--- config.mk ---
export PLATFORM = sky130hd
export DESIGN_NAME = rx_frame_sync_checksum
export DESIGN_NICKNAME = d
export VERILOG_FILES = /design/src/hw/rtl/rfsc_pkg.sv /design/src/hw/rtl/rx_frame_sync_checksum.sv /design/src/hw/rtl/rfsc_front.sv /design/src/hw/rtl/rfsc_frame_fifo.sv /design/src/hw/rtl/rfsc_back.sv
export VERILOG_INCLUDE_DIRS = /design/src /design/src/hw/rtl
export SDC_FILE = /design/constraint.sdc
export NUM_CORES = 1
export LEC_CHECK = 0
export BUFFER_PORTS_ARGS = -buffer_cell sky130_fd_sc_hd__clkbuf_2
export CORE_UTILIZATION = 48
export CTS_CLUSTER_DIAMETER = 150
export DETAILED_ROUTE_END_ITERATION = 16
export PLACE_DENSITY = 0.69
export SYNTH_ARGS = -nofsm -noshare
export SYNTH_HDL_FRONTEND = slang
export SYNTH_SLANG_ARGS = --single-unit
--- constraint.sdc ---
create_clock -name clk -period 17.1 [get_ports clk]
set_input_delay 0.855 -clock clk [delete_from_list [all_inputs] [get_ports clk]]
set_output_delay 0.855 -clock clk [all_outputs]
set_load 0.05 [all_outputs]
--- src/hw/rtl/rx_frame_sync_checksum_defines.svh ---
// ---------------------------------------------------------------------------
// rx frame sync checksum assertion macros
// Property wrappers for the block that carries concurrent checks.
// ---------------------------------------------------------------------------
`ifndef RX_FRAME_SYNC_CHECKSUM_DEFINES_SVH
`define RX_FRAME_SYNC_CHECKSUM_DEFINES_SVH

// same-cycle implication, sampled on clk, off during reset
`define RFSC_ASSERT_SAME(label, ante, cons) \
	label: assert property (@(posedge clk) disable iff (!arst_n) (ante) |-> (cons)) \
		else $error("rfsc check failed");

// next-cycle implication, sampled on clk, off during reset
`define RFSC_ASSERT_NEXT(label, ante, cons) \
	label: assert property (@(posedge clk) disable iff (!arst_n) (ante) |=> (cons)) \
		else $error("rfsc check failed");

`endif

--- src/hw/rtl/rfsc_pkg.sv ---
// ---------------------------------------------------------------------------
// rfsc_pkg
// Shared constants and types of the receive frame synchronizer.
// ---------------------------------------------------------------------------
`default_nettype none

package rfsc_pkg;

	// frame geometry
	localparam int FRAME_BYTES = 12;
	localparam int CNT_W       = $clog2(FRAME_BYTES);
	localparam int POS_W       = 4;

	// frame terminator
	localparam logic [7:0] TERMINATOR = 8'h0D;

	// frame queue depth, a power of two
	localparam int FQ_DEPTH = 2;
	localparam int FQ_AW    = $clog2(FQ_DEPTH);

	typedef logic [7:0] data_byte_t;
	typedef logic [FRAME_BYTES-1:0][7:0] frame_t;

	// front to queue: one checked frame
	typedef struct packed {
		logic   push;
		frame_t frame;
	} fq_wr_t;

	// queue to back: head frame and its status
	typedef struct packed {
		logic   empty;
		frame_t frame;
	} fq_rd_t;

endpackage

`default_nettype wire

--- src/hw/rtl/rx_frame_sync_checksum.sv ---
// A terminator word that completes a good frame writes it into the frame queue; an idle
// output side loads it from there and shows its first word. Throughput: one word per cycle in
// unless full; one frame word per cycle out while pop is high, FRAME_BYTES per frame.
// A two-entry frame queue lets a frame drain while the next one fills the window.
// Reset (arst_n low) empties the window, the frame queue and the output side at once.
// ---------------------------------------------------------------------------
// rx_frame_sync_checksum
// Frame synchronizer with terminator and additive checksum on a byte stream.
// ---------------------------------------------------------------------------
`default_nettype none

`include "rx_frame_sync_checksum_defines.svh"

module rx_frame_sync_checksum (
	input  wire logic                  clk,
	input  wire logic                  arst_n,
	input  wire logic                  push,
	output logic                       full,
	input  wire logic [7:0]            rx_byte,
	input  wire logic                  pop,
	output logic                       empty,
	output logic [7:0]                 frame_byte,
	output logic [rfsc_pkg::POS_W-1:0] byte_position,
	output logic                       last_of_frame
);

	rfsc_pkg::fq_wr_t fq_wr;
	rfsc_pkg::fq_rd_t fq_rd;
	logic             fq_full;
	logic             rd_pop;
	logic             accept;
	logic             last_out;

	// input side stalls only on a full frame queue
	assign full   = fq_full;
	assign accept = push && !fq_full;

	rfsc_front u_front (
		.clk     (clk),
		.arst_n  (arst_n),
		.accept  (accept),
		.rx_byte (rx_byte),
		.fq_wr   (fq_wr)
	);

	rfsc_frame_fifo u_fifo (
		.clk     (clk),
		.arst_n  (arst_n),
		.fq_wr   (fq_wr),
		.rd_pop  (rd_pop),
		.fq_rd   (fq_rd),
		.fq_full (fq_full)
	);

	rfsc_back u_back (
		.clk           (clk),
		.arst_n        (arst_n),
		.fq_rd         (fq_rd),
		.rd_pop        (rd_pop),
		.pop           (pop),
		.empty         (empty),
		.frame_byte    (frame_byte),
		.byte_position (byte_position),
		.last_of_frame (last_of_frame)
	);

	// last word of a frame leaves this cycle
	assign last_out = pop && !empty && last_of_frame;

	// a checked frame never meets a full queue
	`RFSC_ASSERT_SAME(a_no_push_when_full, fq_wr.push, !fq_full)
	// every frame handed out ends in the terminator
	`RFSC_ASSERT_SAME(a_last_is_term, !empty && last_of_frame, frame_byte == rfsc_pkg::TERMINATOR)
	// last word out with nothing queued leaves the output empty
	`RFSC_ASSERT_NEXT(a_drain_to_empty, last_out && fq_rd.empty, empty)
	// last word out with a frame queued starts the next frame at position zero
	`RFSC_ASSERT_NEXT(a_next_frame_start, last_out && !fq_rd.empty, !empty && byte_position == '0)

endmodule

`default_nettype wire

--- src/hw/rtl/rfsc_front.sv ---
// ---------------------------------------------------------------------------
// rfsc_front
// Sliding byte window with a running sum; checks terminator and checksum.
// ---------------------------------------------------------------------------
`default_nettype none

module rfsc_front (
	input  wire logic                clk,
	input  wire logic                arst_n,
	input  wire logic                accept,
	input  wire rfsc_pkg::data_byte_t rx_byte,
	output rfsc_pkg::fq_wr_t         fq_wr
);

	rfsc_pkg::frame_t                win_q;
	logic [rfsc_pkg::CNT_W-1:0]      fill_q;
	rfsc_pkg::data_byte_t            sum_q;
	rfsc_pkg::data_byte_t            newest;
	rfsc_pkg::data_byte_t            head_sum;
	logic                            completes;
	logic                            frame_ok;

	// newest stored byte sits at the top of the shift line
	assign newest    = win_q[rfsc_pkg::FRAME_BYTES-1];
	assign completes = (fill_q == rfsc_pkg::CNT_W'(rfsc_pkg::FRAME_BYTES - 1));
	// sum of all but the checksum byte
	assign head_sum  = sum_q - newest;
	assign frame_ok  = (rx_byte == rfsc_pkg::TERMINATOR) && (head_sum == newest);

	// frame as seen once this word is in: stored words shifted, new word on top
	always_comb begin
		for (int i = 0; i < rfsc_pkg::FRAME_BYTES - 1; i++) begin
			fq_wr.frame[i] = win_q[i+1];
		end
		fq_wr.frame[rfsc_pkg::FRAME_BYTES-1] = rx_byte;
		fq_wr.push = accept && completes && frame_ok;
	end

	// fill count and running sum
	always_ff @(posedge clk or negedge arst_n) begin
		if (!arst_n) begin
			fill_q <= '0;
			sum_q  <= '0;
		end else if (accept) begin
			if (!completes) begin
				fill_q <= fill_q + rfsc_pkg::CNT_W'(1);
				sum_q  <= sum_q + rx_byte;
			end else if (frame_ok) begin
				fill_q <= '0;
				sum_q  <= '0;
			end else begin
				// oldest word slides out of the window
				sum_q  <= sum_q + rx_byte - win_q[1];
			end
		end
	end

	// window shift line
	always_ff @(posedge clk) begin
		if (accept) begin
			win_q <= fq_wr.frame;
		end
	end

endmodule

`default_nettype wire

--- src/hw/rtl/rfsc_frame_fifo.sv ---
// ---------------------------------------------------------------------------
// rfsc_frame_fifo
// Short queue of whole checked frames between front and back.
// ---------------------------------------------------------------------------
`default_nettype none

module rfsc_frame_fifo (
	input  wire logic             clk,
	input  wire logic             arst_n,
	input  wire rfsc_pkg::fq_wr_t fq_wr,
	input  wire logic             rd_pop,
	output rfsc_pkg::fq_rd_t      fq_rd,
	output logic                  fq_full
);

	rfsc_pkg::frame_t           mem_q [rfsc_pkg::FQ_DEPTH];
	logic [rfsc_pkg::FQ_AW-1:0] wr_ptr_q;
	logic [rfsc_pkg::FQ_AW-1:0] rd_ptr_q;
	logic [rfsc_pkg::FQ_AW:0]   count_q;
	logic                       do_wr;
	logic                       do_rd;

	assign fq_full     = (count_q == (rfsc_pkg::FQ_AW+1)'(rfsc_pkg::FQ_DEPTH));
	assign fq_rd.empty = (count_q == '0);
	assign fq_rd.frame = mem_q[rd_ptr_q];
	assign do_wr       = fq_wr.push && !fq_full;
	assign do_rd       = rd_pop && !fq_rd.empty;

	// pointers and occupancy
	always_ff @(posedge clk or negedge arst_n) begin
		if (!arst_n) begin
			wr_ptr_q <= '0;
			rd_ptr_q <= '0;
			count_q  <= '0;
		end else begin
			if (do_wr) begin
				wr_ptr_q <= wr_ptr_q + rfsc_pkg::FQ_AW'(1);
			end
			if (do_rd) begin
				rd_ptr_q <= rd_ptr_q + rfsc_pkg::FQ_AW'(1);
			end
			if (do_wr && !do_rd) begin
				count_q <= count_q + (rfsc_pkg::FQ_AW+1)'(1);
			end else if (do_rd && !do_wr) begin
				count_q <= count_q - (rfsc_pkg::FQ_AW+1)'(1);
			end
		end
	end

	// frame storage
	always_ff @(posedge clk) begin
		if (do_wr) begin
			mem_q[wr_ptr_q] <= fq_wr.frame;
		end
	end

endmodule

`default_nettype wire

--- src/hw/rtl/rfsc_back.sv ---
// ---------------------------------------------------------------------------
// rfsc_back
// Frame serializer: loads a frame and hands it out one word per pop.
// ---------------------------------------------------------------------------
`default_nettype none

module rfsc_back (
	input  wire logic                 clk,
	input  wire logic                 arst_n,
	input  wire rfsc_pkg::fq_rd_t     fq_rd,
	output logic                      rd_pop,
	input  wire logic                 pop,
	output logic                      empty,
	output rfsc_pkg::data_byte_t      frame_byte,
	output logic [rfsc_pkg::POS_W-1:0] byte_position,
	output logic                      last_of_frame
);

	rfsc_pkg::frame_t           shreg_q;
	logic [rfsc_pkg::CNT_W-1:0] idx_q;
	logic                       busy_q;
	logic                       take;
	logic                       load;

	assign empty         = !busy_q;
	assign frame_byte    = shreg_q[0];
	assign byte_position = rfsc_pkg::POS_W'(idx_q);
	assign last_of_frame = (idx_q == rfsc_pkg::CNT_W'(rfsc_pkg::FRAME_BYTES - 1));
	assign take          = pop && busy_q;
	// next frame comes in when idle or as the last word leaves
	assign load          = !fq_rd.empty && (!busy_q || (take && last_of_frame));
	assign rd_pop        = load;

	// word index and busy flag
	always_ff @(posedge clk or negedge arst_n) begin
		if (!arst_n) begin
			busy_q <= 1'b0;
			idx_q  <= '0;
		end else if (load) begin
			busy_q <= 1'b1;
			idx_q  <= '0;
		end else if (take) begin
			if (last_of_frame) begin
				busy_q <= 1'b0;
			end else begin
				idx_q <= idx_q + rfsc_pkg::CNT_W'(1);
			end
		end
	end

	// output shift line, oldest word at the bottom
	always_ff @(posedge clk) begin
		if (load) begin
			shreg_q <= fq_rd.frame;
		end else if (take) begin
			for (int i = 0; i < rfsc_pkg::FRAME_BYTES - 1; i++) begin
				shreg_q[i] <= shreg_q[i+1];
			end
		end
	end

endmodule

`default_nettype wire
# Word level (Yosys, flattened, before mapping)
# Memories as Yosys holds them, arrays and structs flattened.
# Index checks and enable logic that the tools add are counted.
[word_totals]
n_memories = 1
ram_bits = 192
ff_bits = 205
output_inout_bits = 15
elab_cells = 87
[memory_table]
columns = ["memory", "depth", "width", "rd", "rd_clocked_by_memory_dff", "write_ports", "line", "text"]
rows = [
  ["u_fifo.mem_q", 2, 96, 1, 0, 1, "rfsc_frame_fifo.sv:16", "rfsc_pkg::frame_t mem_q [rfsc_pkg::FQ_DEPTH];"],
]
[classes]
eq_ne = 7
reduce_logical = 24
addsub = 9
muxes = 16
[ops]
columns = ["cell", "count"]
rows = [
  ["$mux 88", 2],
  ["$mux 4", 5],
  ["$mux 8", 2],
  ["$sub 8x8->8", 2],
  ["$logic_and 1x1->1", 11],
  ["$add 4x1->4 const B", 2],
  ["$add 8x8->8", 1],
  ["$eq 4x4->1 const B", 2],
  ["$eq 8x4->1 const B", 1],
  ["$eq 8x8->1", 1],
  ["$reduce_and 2->1", 3],
  ["$reduce_bool 2->1", 3],
  ["$logic_not 1->1", 5],
  ["$mux 1", 5],
  ["$mux 2", 2],
  ["$add 1x1->1 const B", 2],
  ["$add 2x1->2 const B", 1],
  ["$eq 2x2->1 const B", 1],
  ["$logic_not 2->1", 1],
  ["$ne 2x1->1 const B", 1],
  ["$ne 2x2->1 const B", 1],
  ["$sub 2x1->2 const B", 1],
  ["$logic_or 1x1->1", 1],
]

# Depth between registers and ports, before layout
# Gate-level depths: netlist (run 1).
[depth]
word_depth = 10
depth_mapped = 14
ltp_nobuf = 14

# Cells and area by module
# Synthesis (run 1) repeated with hierarchy kept, for this count alone.
[unflattened]
cells_unflattened = 850
area_unflattened_um2 = 16233.1
[by_module_without_submodules]
columns = ["mod", "cells_each", "area_per_inst_um2", "instances"]
rows = [
  ["rfsc_frame_fifo", 318, 7241.9, 1],
  ["rfsc_back", 230, 4649.5, 1],
  ["rfsc_front", 301, 4327.9, 1],
  ["rx_frame_sync_checksum", 1, 13.8, 1],
]

# Worst setup path before layout (run 1)
# Ideal clock, no wire load.
[synth_timing]
path_type = "register -> register"
from = "register u_front.win_q (netlist bit u_front.newest[0])"
to = "memory u_fifo.mem_q[0][0] in the netlist's numbering (enable)"
setup_ns = 0.787
n_path_buf = 0
slack_ns = 4.880
arrival_ns = 11.433
synth_period_minus_slack_ns = 12.220
path_stages_with_launch = 9
cell_sequence = "edfxtp_1 > ha_1 > fa_1 > xor2_1 > nand4_1 > nor4_1 > nand3_1 > or4_4 > nor4_1"
[synth_via]
elab_chain_len = 7
[synth_rtl]
columns = ["element", "line", "text"]
rows = [
  ["start, declared", "rfsc_front.sv:15", "rfsc_pkg::frame_t win_q;"],
  ["start signal, assigned", "rfsc_front.sv:61", "win_q <= fq_wr.frame;"],
  ["$sub 8x8->8", "rfsc_front.sv:27", "assign head_sum = sum_q - newest;"],
  ["$eq 8x8->1 *", "rfsc_front.sv:28", "assign frame_ok = (rx_byte == rfsc_pkg::TERMINATOR) && (head_sum == newest);"],
  ["$logic_and 1x1->1 *", "rfsc_front.sv:28", ""],
  ["$logic_and 1x1->1 *", "rfsc_front.sv:36", "fq_wr.push = accept && completes && frame_ok;"],
  ["$logic_and 1x1->1 *", "rfsc_frame_fifo.sv:26", "assign do_wr = fq_wr.push && !fq_full;"],
  ["$mux 1 *", "rfsc_frame_fifo.sv:52", "if (do_wr) begin"],
  ["$mux 1 (not written as such) *", "rfsc_frame_fifo.sv:53", "mem_q[wr_ptr_q] <= fq_wr.frame;"],
  ["end, declared", "rfsc_frame_fifo.sv:16", ""],
]
# Every way passes the cells marked *; elsewhere a longest branch is shown, timed or not.

# Worst setup path in the final report (run 1)
[layout_timing]
from = "register u_front.win_q (netlist bit u_front.newest[0])"
to = "memory u_fifo.mem_q[1][60] in the netlist's numbering (enable)"
[layout_via]
elab_chain_len = 7
[layout_rtl]
columns = ["element", "line", "text"]
rows = [
  ["$sub 8x8->8", "rfsc_front.sv:27", ""],
  ["$eq 8x8->1 *", "rfsc_front.sv:28", ""],
  ["$logic_and 1x1->1 *", "rfsc_front.sv:28", ""],
  ["$logic_and 1x1->1 *", "rfsc_front.sv:36", ""],
  ["$logic_and 1x1->1 *", "rfsc_frame_fifo.sv:26", ""],
  ["net u_fifo.do_wr", "rfsc_frame_fifo.sv:20", "logic do_wr;"],
  ["$mux 1 *", "rfsc_frame_fifo.sv:52", ""],
  ["$mux 1 (not written as such) *", "rfsc_frame_fifo.sv:53", ""],
]
# The timed path passes the listed nets; every way through them passes the cells marked *.

==> summary.md, run 1 <==
| Metric | Value |
|---|---|
| Status | completed |
| Leak | 6.00 nW |
| Post-synth top flop | edfxtp_1 |
| DP HPWL | 13.3 mm |
| Largest family of logic cells by synthesized area | multiplexers |
| GRT busiest layer | met2 |
| Drt wl/cell | 17.3 um |
| Cells after Synth | 944 |
| Syn nets | 983 |
| Yosys reg bits | 397 |
| Max IR drop VDD | 0.0000862 V |
| CP endpoint kind | flop |
| CTS tree | built |
| Placed cell area | 15,900 um2 |
| Cell area after synthesis | 15,400 um2 |
| Number of port buffers | 26 |
| Pwr dens | 162 nW/um2 |
| Rel. slew slack | 0.255 |
| Final hold violation count | 0 |
| Worst Setup Slack, final | 12.46 ns |
| Post-CTS Setup Bufs | 0 |
| Ports | 27 |
| Initial antenna violation count | 0 |
| Area Growth Syn to Fin | 11.0% |
| Arrival time at the worst endpoint | 4.78 ns |
| Routed wire length | 24.3 mm |
| Worst hold margin | 0.332 ns |
| Final std cells w/o fill | 1,405 |
| Tmin final | 4.64 ns |
| DRC Markers | 0 |
| Post-route ant nets | 0 |
| CTS-repair resized insts | 0 |
| Via count | 7,453 |
| Number of synthesized flops with an enable pin | 376 |
| # clock sinks | 397 |
| GR Layer Usage met1 | 0.207 |
| Die width | 181 um |
| Dpl ws | 12.45 ns |
| Met3 Usage GRT | 0.0250 |
| Vias in the first global route | 7,654 |
| Clock-pin slew of the registers on the worst-case setup and hold paths | 0.06 ns |
| Cells after DPL | 1,338 |
| Total GRT Usage | 0.152 |
| H-tree depth | 2 |
| Unique masters post-synth | 54 |
| Max Cap Violations | 0 |
| DR iter-0 viols | 548 |
| Synth Area in Simple Gates | 0.0523 |
| Clk_lat worst skew | 0.52 ns |
| Via density | 5.30 |
| Die Area | 32,700 um2 |
| Root Buffer | clkbuf_16 |
| Die height | 181 um |
| CP Data Required Time | 17.24 ns |
| CP Max Fanout | 56 |
| Starting Density | 0.487 |
| Slew of the pin with the lowest slew margin | 1.12 ns |
| Crit path kind | flop to flop |
| Layout net count | 1,015 |
| Clk_skew | 0.0143 ns |
| Cell area after layout | 17,100 um2 |
| Setup TNS | 0 ns |
| Most frequent cells in the layout | edfxtp_1, nor2_1, a21oi_1 |
| Average cell area after synthesis | 16.3 um2 |
| Asr flop ratio synth | 0.0529 |
| RR Startpoint | u_front.newest[0] |
| Grt ovf | 0 |
| F_max | 215 MHz |
| Compound-Gate Fraction of Synth Area | 0.0508 |
| First-pass GRT wire length | 39.2 mm |
| # diodes | 0 |
| Unrepaired setup endpoints after global routing | no |
| XOR/XNOR Fraction of Synth Area | 0.0170 |
| Row count | 65 |
| CTS max path bufs | 3 |
| Syn. warnings | 0 |
| Crit share post-route | 0.271 |
| Inserted Clock Buffers | 38 |
| Slew Limit Fails | 0 |
| First-pass DRT Iterations | 5 |
| Hold Crit Class | input port to asynchronous set/reset pin |
| Sequential area share after synthesis | 0.769 |
| Core Box Area | 31,600 um2 |
| Critical path origin | u_front.newest[0] |
| Largest net degree at the start of global routing | 108 |
| Hold Buf Count CTS | 0 |
| Ratio of cells with drive above 1 in the final layout | 0.112 |
| Met2 GRT Util | 0.253 |
| Setup crit start kind | flop |
| Area share of fa/ha/maj cells after synthesis | 0.0235 |
| Setup Viol. Count Final | 0 |
| Commonest non-fill, non-tap cell in the layout | edfxtp_1 |
| Routability cong. | 0.850 |
| Fraction of synthesized area in multiplexers | 0.0667 |
-- metrics by stage --
stage	util	total power, mW
2_1_floorplan	-	1.85
3_3_place_gp	0.504	1.98
3_5_place_dp	0.504	1.99
4_1_cts	0.540	2.78
5_1_grt	0.540	2.90
6_report	0.540	2.76
-- routing by layer --
| metal | share of wire | vias up |
|---|---|---|
| met5 | 0 | - |
| met4 | 0.019 | 0 |
| met3 | 0.030 | 35 |
| met2 | 0.48 | 114 |
| met1 | 0.47 | 3699 |
| li1 | - | 3605 |
-- final timing paths --
check	end	slack, ns	depth (start not counted)
setup / recovery	u_fifo.mem_q[1][60]	12.46	10
hold / removal	u_back.byte_position[3]	0.33	1
setup reg to reg	u_fifo.mem_q[1][60]	12.46	10
hold reg to reg	u_front.fq_wr[41]	0.46	0
max in group asynchronous	u_fifo.rd_ptr_q	16.32	1
min in group clk	u_front.fq_wr[41]	0.46	0
-- cells in the mapped netlist (4+ instances only) --
| cell | number | area, um2 |
|---|---|---|
| buf_4 | 10 | 75.1 |
| nand3_1 | 11 | 55.1 |
| nor3_1 | 7 | 35.0 |
| a221oi_1 | 4 | 35.0 |
| inv_1 | 29 | 109 |
| nor4_1 | 5 | 31.3 |
| xor2_1 | 15 | 131 |
| xnor2_1 | 13 | 114 |
| o21ai_0 | 8 | 40.0 |
| dfrtp_1 | 21 | 526 |
| edfxtp_1 | 376 | 11300 |
| nand2b_1 | 4 | 25.0 |
| nand2_1 | 14 | 52.6 |
| mux2i_1 | 90 | 901 |
| nor2_1 | 117 | 439 |
| ha_1 | 24 | 300 |
| a21oi_1 | 104 | 521 |
| clkbuf_1 | 30 | 113 |
| mux2_2 | 10 | 113 |
-- sequential cells by signal (all words and copies together) (netlist names) --
| register | count |
|---|---|
| u_fifo.mem_q | 192 |
| u_back.shreg_q | 88 |
| u_front.fq_wr | 80 |
| u_back.frame_byte | 8 |
| u_front.newest | 8 |
| u_front.sum_q | 8 |
| u_back.byte_position | 4 |
| u_front.fill_q | 4 |
| u_fifo.count_q | 2 |
| u_back.busy_q | 1 |
| u_fifo.rd_ptr_q | 1 |
| u_fifo.wr_ptr_q | 1 |
-- worst max-delay path: stages (launching register included) --
cell,delay (ns)
edfxtp_1,0.45
ha_1,0.25
fa_1,0.50
xor2_1,0.16
nand4_1,0.14
nor4_1,0.32
nand3_1,0.13
or4_4,0.59
nor3_4,0.27
and2_4,0.60
buf_4,0.74
-- final cells by class --
cell class              count  area, um2
flip-flops and latches    397      11800
inverters                  30        120
well taps                 402        503
repair buffers             35        198
clock buffers              55       1070
fillers                  2478      14500
multi-input cells         474       3250
clock inverters            12       96.3
-- cell families (layout without fill, tap and decap cells) --
logic type,after synthesis,count (layout)
buffers and inverters,73,132
AOI/OAI and AO/OA,139,139
muxes,101,101
DFF,397,397
adders and majority gates,27,27
xor gates and xnor gates,29,29
and+or+nand+nor,178,178
-- report_power, final --
| part | switching (mW) | internal, mW |
|---|---|---|
| registers | 0.0937 | 1.25 |
| logic | 0.376 | 0.254 |
| clock network | 0.331 | 0.450 |
| total | 0.801 | 1.96 |
No activity file was read; power rests on OpenSTA's default activity.
==> inputs of run 2 (changes only) <==
--- a/config.mk
+++ b/config.mk
@@ -6,6 +6,7 @@
 export SDC_FILE = /design/constraint.sdc
 export NUM_CORES = 1
 export LEC_CHECK = 0
+export ABC_AREA = 1
 export BUFFER_PORTS_ARGS = -buffer_cell sky130_fd_sc_hd__clkbuf_2
 export CORE_UTILIZATION = 48
 export CTS_CLUSTER_DIAMETER = 150
==> constraint.sdc (replaced) <==
create_clock -name clk -period 4.29 [get_ports clk]
set_input_delay 0.2145 -clock clk [delete_from_list [all_inputs] [get_ports clk]]
set_output_delay 0.2145 -clock clk [all_outputs]
set_load 0.05 [all_outputs]
==> run 2 against run 1 <==
Synthesized cell count is 25% higher. Utilization rose by 0.96 points. Combinational power rose to 4.7 times the previous value. Total power increased to 4.2 times the previous value. Clock skew is 0.0034 ns higher. Fmax grew 43%. Area after synthesis grew 2.1%. Critical path type unchanged. Critical endpoint is now u_fifo.mem_q[0][11]. Largest power group unchanged. Highest routed layer unchanged.
==> summary.md, run 2 <==
| Metric | Value |
|---|---|
| Rel. slew slack | 0.276 |
| Ratio of cells with drive above 1 in the final layout | 0.103 |
| Via count | 8,575 |
| Setup Viol. Count Final | 0 |
| Worst Reg-to-Reg Cells | 11 |
| Area share of the largest cell type after synthesis | 0.720 |
| Inserted Clock Buffers | 40 |
| CP Data Required Time | 4.44 ns |
| Starting Density | 0.492 |
| Hold path depth | 1 |
| Average cell area after synthesis | 13.3 um2 |
| # clock sinks | 397 |
| Yosys reg bits | 397 |
| Setup crit start kind | flop |
| Final hold violation count | 0 |
| Reg2Reg Setup Slack | 1.05 ns |
| CP Max Fanout | 96 |
| Cell taking the most area after synthesis | edfxtp_1 |
| Syn nets | 1,216 |
| Tmin final | 3.24 ns |
| Crit path kind | flop to flop |
| Unrepaired setup endpoints after global routing | no |
| # diodes | 0 |
| Leak | 6.45 nW |
| Post-synth top flop | edfxtp_1 |
| Status | completed |
| Ports | 27 |
| Pwr dens | 659 nW/um2 |
| Drt wl/cell | 16.1 um |
| First-pass GRT wire length | 44.0 mm |
| DR iter-0 viols | 722 |
| Largest Register | u_fifo.mem_q |
| Routed wire length | 27.0 mm |
| Synth top area cells | edfxtp_1, nand2_1, a31oi_1, dfrtp_1, nor2_1 |
| F_max | 308 MHz |
| Slew of the pin with the lowest slew margin | 1.09 ns |
| Layout net count | 1,250 |
| Asr flop ratio synth | 0.0529 |
| DRC Markers | 0 |
| Syn. warnings | 0 |
| Via density | 5.12 |
| Vias in the first global route | 8,459 |
| Die width | 183 um |
| Max IR drop VDD | 0.000305 V |
| Largest net degree at the start of global routing | 97 |
| Initial antenna violation count | 0 |
| Placed cell area | 16,200 um2 |
| Setup TNS | 0 ns |
| Hold Crit Class | input port to flop |
| Sequential area share after synthesis | 0.753 |
| Worst hold margin | 0.0116 ns |
| H-tree depth | 2 |
| Post-synth top cells | edfxtp_1, nand2_1, nor2_1, a31oi_1, inv_1 |
| CP endpoint kind | flop |
| CTS max path bufs | 3 |
| Post-CTS Setup Bufs | 0 |
| Number of port buffers | 26 |
| Clock-pin slew of the registers on the worst-case setup and hold paths | 0.06 ns |
| Core Box Area | 31,900 um2 |
| DP HPWL | 15.1 mm |
| Post-route ant nets | 0 |
| Total GRT Usage | 0.168 |
| Area Growth Syn to Fin | 11.8% |
| Number of synthesized flops with an enable pin | 376 |
| Fin util | 0.550 |
| Die Area | 33,400 um2 |
| Arrival time at the worst endpoint | 3.40 ns |
| Root Buffer | clkbuf_16 |
| Grt ovf | 0 |
| Most common cell in the netlist | edfxtp_1 |
| Unique masters post-synth | 38 |
| CTS tree | built |
| First-pass DRT Iterations | 4 |
| Cell area after layout | 17,500 um2 |
| Cells after Synth | 1,177 |
| Most frequent cells in the layout | edfxtp_1, nand2_1, nor2_1 |
| Clk_skew | 0.0177 ns |
| Max Cap Violations | 0 |
| Crit share post-route | 0.756 |
| Clk_lat worst skew | 0.53 ns |
| Row count | 65 |
| Cell area after synthesis | 15,700 um2 |
| Largest register FFs | 192 |
| Routability cong. | 0.891 |
| Die height | 183 um |
| Commonest non-fill, non-tap cell in the layout | edfxtp_1 |
| Slew Limit Fails | 0 |
## run 2: cell count changes after synthesis, moves of 13 or more
cell / change
nand2_1: +274
mux2i_1: -90
a31oi_1: +87
a21oi_1: -77
inv_1: +46
nand3_1: +20
buf_2: +16
clkbuf_1: -13
## run 2: cell type report
type | count | area [um2]
well taps | 435 | 544
inverters | 80 | 309
repair buffers | 43 | 305
fillers | 2573 | 14300
clock inverters | 19 | 199
multi-input cells | 649 | 3310
clock buffers | 52 | 1050
flip-flops and latches | 397 | 11800
## run 2: critical path, cell delays in order, from the launching register on
cell and delay, ns:
edfxtp_1 0.45, ha_1 0.27, fa_1 0.45, xnor2_1 0.14, nor2_1 0.20, nand2_2 0.10
nor2_4 0.10, nand4_1 0.08, nor2_1 0.10, nand3_1 0.26, nor2_4 0.19, buf_12 0.41
## run 2: worst paths after layout
kind,from,to
max in group asynchronous,arst_n,u_fifo.rd_ptr_q
worst max register to register,u_front.newest[0],u_fifo.mem_q[0][11]
worst min register to register,u_front.fq_wr[28],u_fifo.mem_q[0][28]
min in group asynchronous,arst_n,u_back.byte_position[2]
worst max-delay path,u_front.newest[0],u_fifo.mem_q[0][11]
worst min-delay path,rx_byte[6],u_fifo.mem_q[0][94]
## run 2: layer usage
layer,global-route usage,part of all wire,up-vias
li1,-,-,4198
met1,0.228,0.46,4174
met2,0.285,0.48,167
met3,0.0262,0.040,36
met4,0.0417,0.015,0
met5,0,0,-
## run 2: power by group
| group | total (mW) | internal, mW | switching (mW) |
|---|---|---|---|
| sequential | 5.27 | 4.97 | 0.302 |
| clock | 3.29 | 1.92 | 1.38 |
| combinational | 2.98 | 0.958 | 2.02 |
## run 2: per-stage QoR
| stage | setup WS (ns) | cells | power [mW] |
|---|---|---|---|
| after floorplan | -0.489 | 1177 | 7.58 |
| after global routing | 0.803 | 1675 | 12.2 |
| after CTS | 1.03 | 1675 | 11.6 |
| after global placement | 1.11 | 1600 | 8.27 |
| final | 1.05 | 1675 | 11.5 |
| after detailed placement | 1.06 | 1600 | 8.32 |
## run 2: kinds of logic after synthesis
kind of cell / count (synthesis) / share of synthesized area
DFF: 397 / 0.753
adders and majority gates: 27 / 0.0230
xor gates and xnor gates: 20 / 0.0112
and+or+nand+nor: 477 / 0.127
buffers and inverters: 131 / 0.0372
AOI/OAI and AO/OA: 125 / 0.0484
## run 2: repair_timing
item | 4_1_cts | 5_1_grt
hold buffers | 4 | 0
gates resized for setup | 0 | 0
endpoints found under the hold margin | 30 | 0
==> inputs of run 3 (changes only) <==
--- a/config.mk
+++ b/config.mk
@@ -11,7 +11,7 @@
 export CORE_UTILIZATION = 48
 export CTS_CLUSTER_DIAMETER = 150
 export DETAILED_ROUTE_END_ITERATION = 16
-export PLACE_DENSITY = 0.69
+export PLACE_DENSITY = 0.71
 export SYNTH_ARGS = -nofsm -noshare
 export SYNTH_HDL_FRONTEND = slang
 export SYNTH_SLANG_ARGS = --single-unit
==> constraint.sdc (replaced) <==
create_clock -name clk -period 2.8 [get_ports clk]
set_input_delay 0.14 -clock clk [delete_from_list [all_inputs] [get_ports clk]]
set_output_delay 0.14 -clock clk [all_outputs]
set_load 0.05 [all_outputs]
==> run 3 against run 2 <==
Global-route usage is 0.30 points higher. Flip-flop and latch count stayed put. First-iteration DRC count is 9.8% lower. Clock-buffer cell count is 10 lower. Utilization is 2.5 points higher. Clock skew hardly changed. Die area stayed put. Cell count is 2.8% higher. Largest cell class unchanged. Critical endpoint is now u_fifo.mem_q[0][26]. Wire length is 3.5% higher.
==> summary.md, run 3 (synthesized netlist as in run 2, its figures left out) <==
| Metric | Value |
|---|---|
| Status | completed |
| H-tree depth | 2 |
| Clock network power share | 0.284 |
| Slew of the pin with the lowest slew margin | 0.696 ns |
| Cell area after layout | 18,300 um2 |
| Largest Register | u_fifo.mem_q |
| CP Max Fanout | 18 |
| CTS max path bufs | 3 |
| Hold Crit Class | input port to flop |
| Layout net count | 1,296 |
| Net Switching | 5.85 mW |
| Largest register FFs | 192 |
| CP endpoint kind | flop |
| Arrival time at the worst endpoint | 3.02 ns |
| Clock-pin slew of the registers on the worst-case setup and hold paths | 0.06 ns |
| DP HPWL | 16.3 mm |
| Critical-path cell list | inv_1 -> ha_2 -> fa_1 -> xnor2_1 -> nor2_1 -> nand2_2 -> nor2_4 -> nand4_1 -> nor2_1 -> nand3_2 -> nor2_4 -> buf_12 -> buf_12 |
| Most frequent cells in the layout | edfxtp_1, nand2_1, nor2_1 |
| CTS tree | built |
| Critical Path Slowest Stage Cell | fa_1 |
| Setup TNS | 0 ns |
| Setup Viol. Count Final | 0 |
| Ports | 27 |
| Core Box Area | 31,900 um2 |
| Max Cap Violations | 0 |
| Rel. slew slack | 0.536 |
| # clock sinks | 397 |
| Setup crit start kind | flop |
| CP Data Required Time | 3.02 ns |
| Final std cells w/o fill | 1,722 |
| Logic pwr share | 0.271 |
| Grt ovf | 0 |
| Leak | 6.77 nW |
| Via count | 8,809 |
| Slew Limit Fails | 0 |
| Cells after DPL | 1,631 |
| Fill cell count | 2,465 |
| Worst Setup Slack, final | 0.00107 ns |
| Internal Pwr Total | 12.4 mW |
| Starting Density | 0.492 |
| Fin util | 0.575 |
| Vias in the first global route | 8,769 |
| Dpl ws | -0.0100 ns |
| Clk_lat worst skew | 0.53 ns |
| Switching share of power | 0.320 |
| Drt wl/cell | 16.3 um |
| Number of port buffers | 26 |
| Placed cell area | 16,700 um2 |
| Pwr dens | 997 nW/um2 |
| Area Growth Syn to Fin | 17.0% |
| Die Area | 33,400 um2 |
| # diodes | 0 |
| Total GRT Usage | 0.171 |
| Crit path kind | flop to flop |
| Initial antenna violation count | 0 |
| DRC Markers | 0 |
| Routed wire length | 28.0 mm |
| DR iter-0 viols | 651 |
| Die height | 183 um |
| Seq pwr share | 0.445 |
| Root Buffer | clkbuf_16 |
| Commonest non-fill, non-tap cell in the layout | edfxtp_1 |
| Die width | 183 um |
| Final hold violation count | 0 |
| Unrepaired setup endpoints after global routing | yes |
| Crit-path max cell delay | 0.42 ns |
| RR Startpoint | u_front.sum_q[0] |
| Ratio of cells with drive above 1 in the final layout | 0.155 |
| HP Start | pop |
| Routability cong. | 0.880 |
| Max IR drop VDD | 0.000597 V |
| Post-route ant nets | 0 |
| Critical path origin | u_front.sum_q[0] |
| First-pass DRT Iterations | 5 |
| Tmin final | 2.80 ns |
| F_max | 357 MHz |
| First-pass GRT wire length | 44.7 mm |
| Clk_skew | 0.0174 ns |
| Via density | 5.12 |
| Row count | 65 |
| Largest net degree at the start of global routing | 89 |
| Crit share post-route | 1.00 |
| Inserted Clock Buffers | 38 |
-- run 3: changes by cell type in the layout (fill, tap and decap cells not counted), moves of 4 or more --
cell,change
buf_4,+20
dlygate4sd3_1,+5
ha_4,+4
buf_12,+16
clkbuf_1,-9
inv_1,-4
ha_1,-6
-- run 3: layer usage --
metal	share of wire	track usage	up-vias
li1	-	-	4296
met1	0.45	0.230	4263
met2	0.48	0.287	201
met3	0.053	0.0292	49
met4	0.019	0.0504	0
met5	0	0	-
-- run 3: power by group through the flow --
| stage | clock [mW] | sequential, mW | combinational (mW) |
|---|---|---|---|
| after CTS | 5.30 | 8.15 | 4.74 |
| after global routing | 5.52 | 8.23 | 5.59 |
| after global placement | 0 | 8.23 | 4.58 |
| final | 5.20 | 8.15 | 4.95 |
| after detailed placement | 0 | 8.26 | 4.69 |
| after floorplan | 0 | 8.11 | 3.51 |
-- run 3: cell type report --
cell class / instances / area, um2 / area share
Multi-Input combinational cell: 649 / 3420 / 0.187
Sequential cell: 397 / 11800 / 0.644
Tap cell: 435 / 544 / 0.0297
Clock inverter: 28 / 293 / 0.0160
Clock buffer: 42 / 987 / 0.0538
Inverter: 80 / 313 / 0.0171
Timing Repair Buffer: 91 / 962 / 0.0525
-- run 3: through the flow --
step	total power, mW	hold slack [ns]
3_5_place_dp	12.9	0.149
5_1_grt	19.3	0.0434
6_report	18.3	0.0172
4_1_cts	18.2	0.00887
3_3_place_gp	12.8	0.156
2_1_floorplan	11.6	-0.156
-- run 3: final timing paths --
check / endpoint / slack, ns / cells past startpoint
setup / recovery: u_fifo.mem_q[0][26] / 0.001 / 13
hold / removal: u_back.busy_q / 0.02 / 4
setup reg to reg: u_fifo.mem_q[0][26] / 0.001 / 13
hold reg to reg: u_front.fq_wr[2] / 0.47 / 0
max in group asynchronous: u_fifo.rd_ptr_q / 2.26 / 2
min in group asynchronous: u_back.byte_position[2] / 0.12 / 2
-- run 3: critical path: cells and delay by family (launching register included) --
family	cells	cell delay [ns]
AND/OR/NAND/NOR	7	0.94
adder cells (fa/ha/maj)	2	0.60
flip-flops	1	0.40
buffers and inverters	3	0.39
XOR/XNOR	1	0.14
-- run 3: repair_timing --
item,4_1_cts,5_1_grt
hold buffers,9,0
cloned,0,5
setup endpoints to repair,37,197
resized for setup,1,25
buffers inserted,1,6
hold endpoints to repair,45,0
pin swaps,1,7
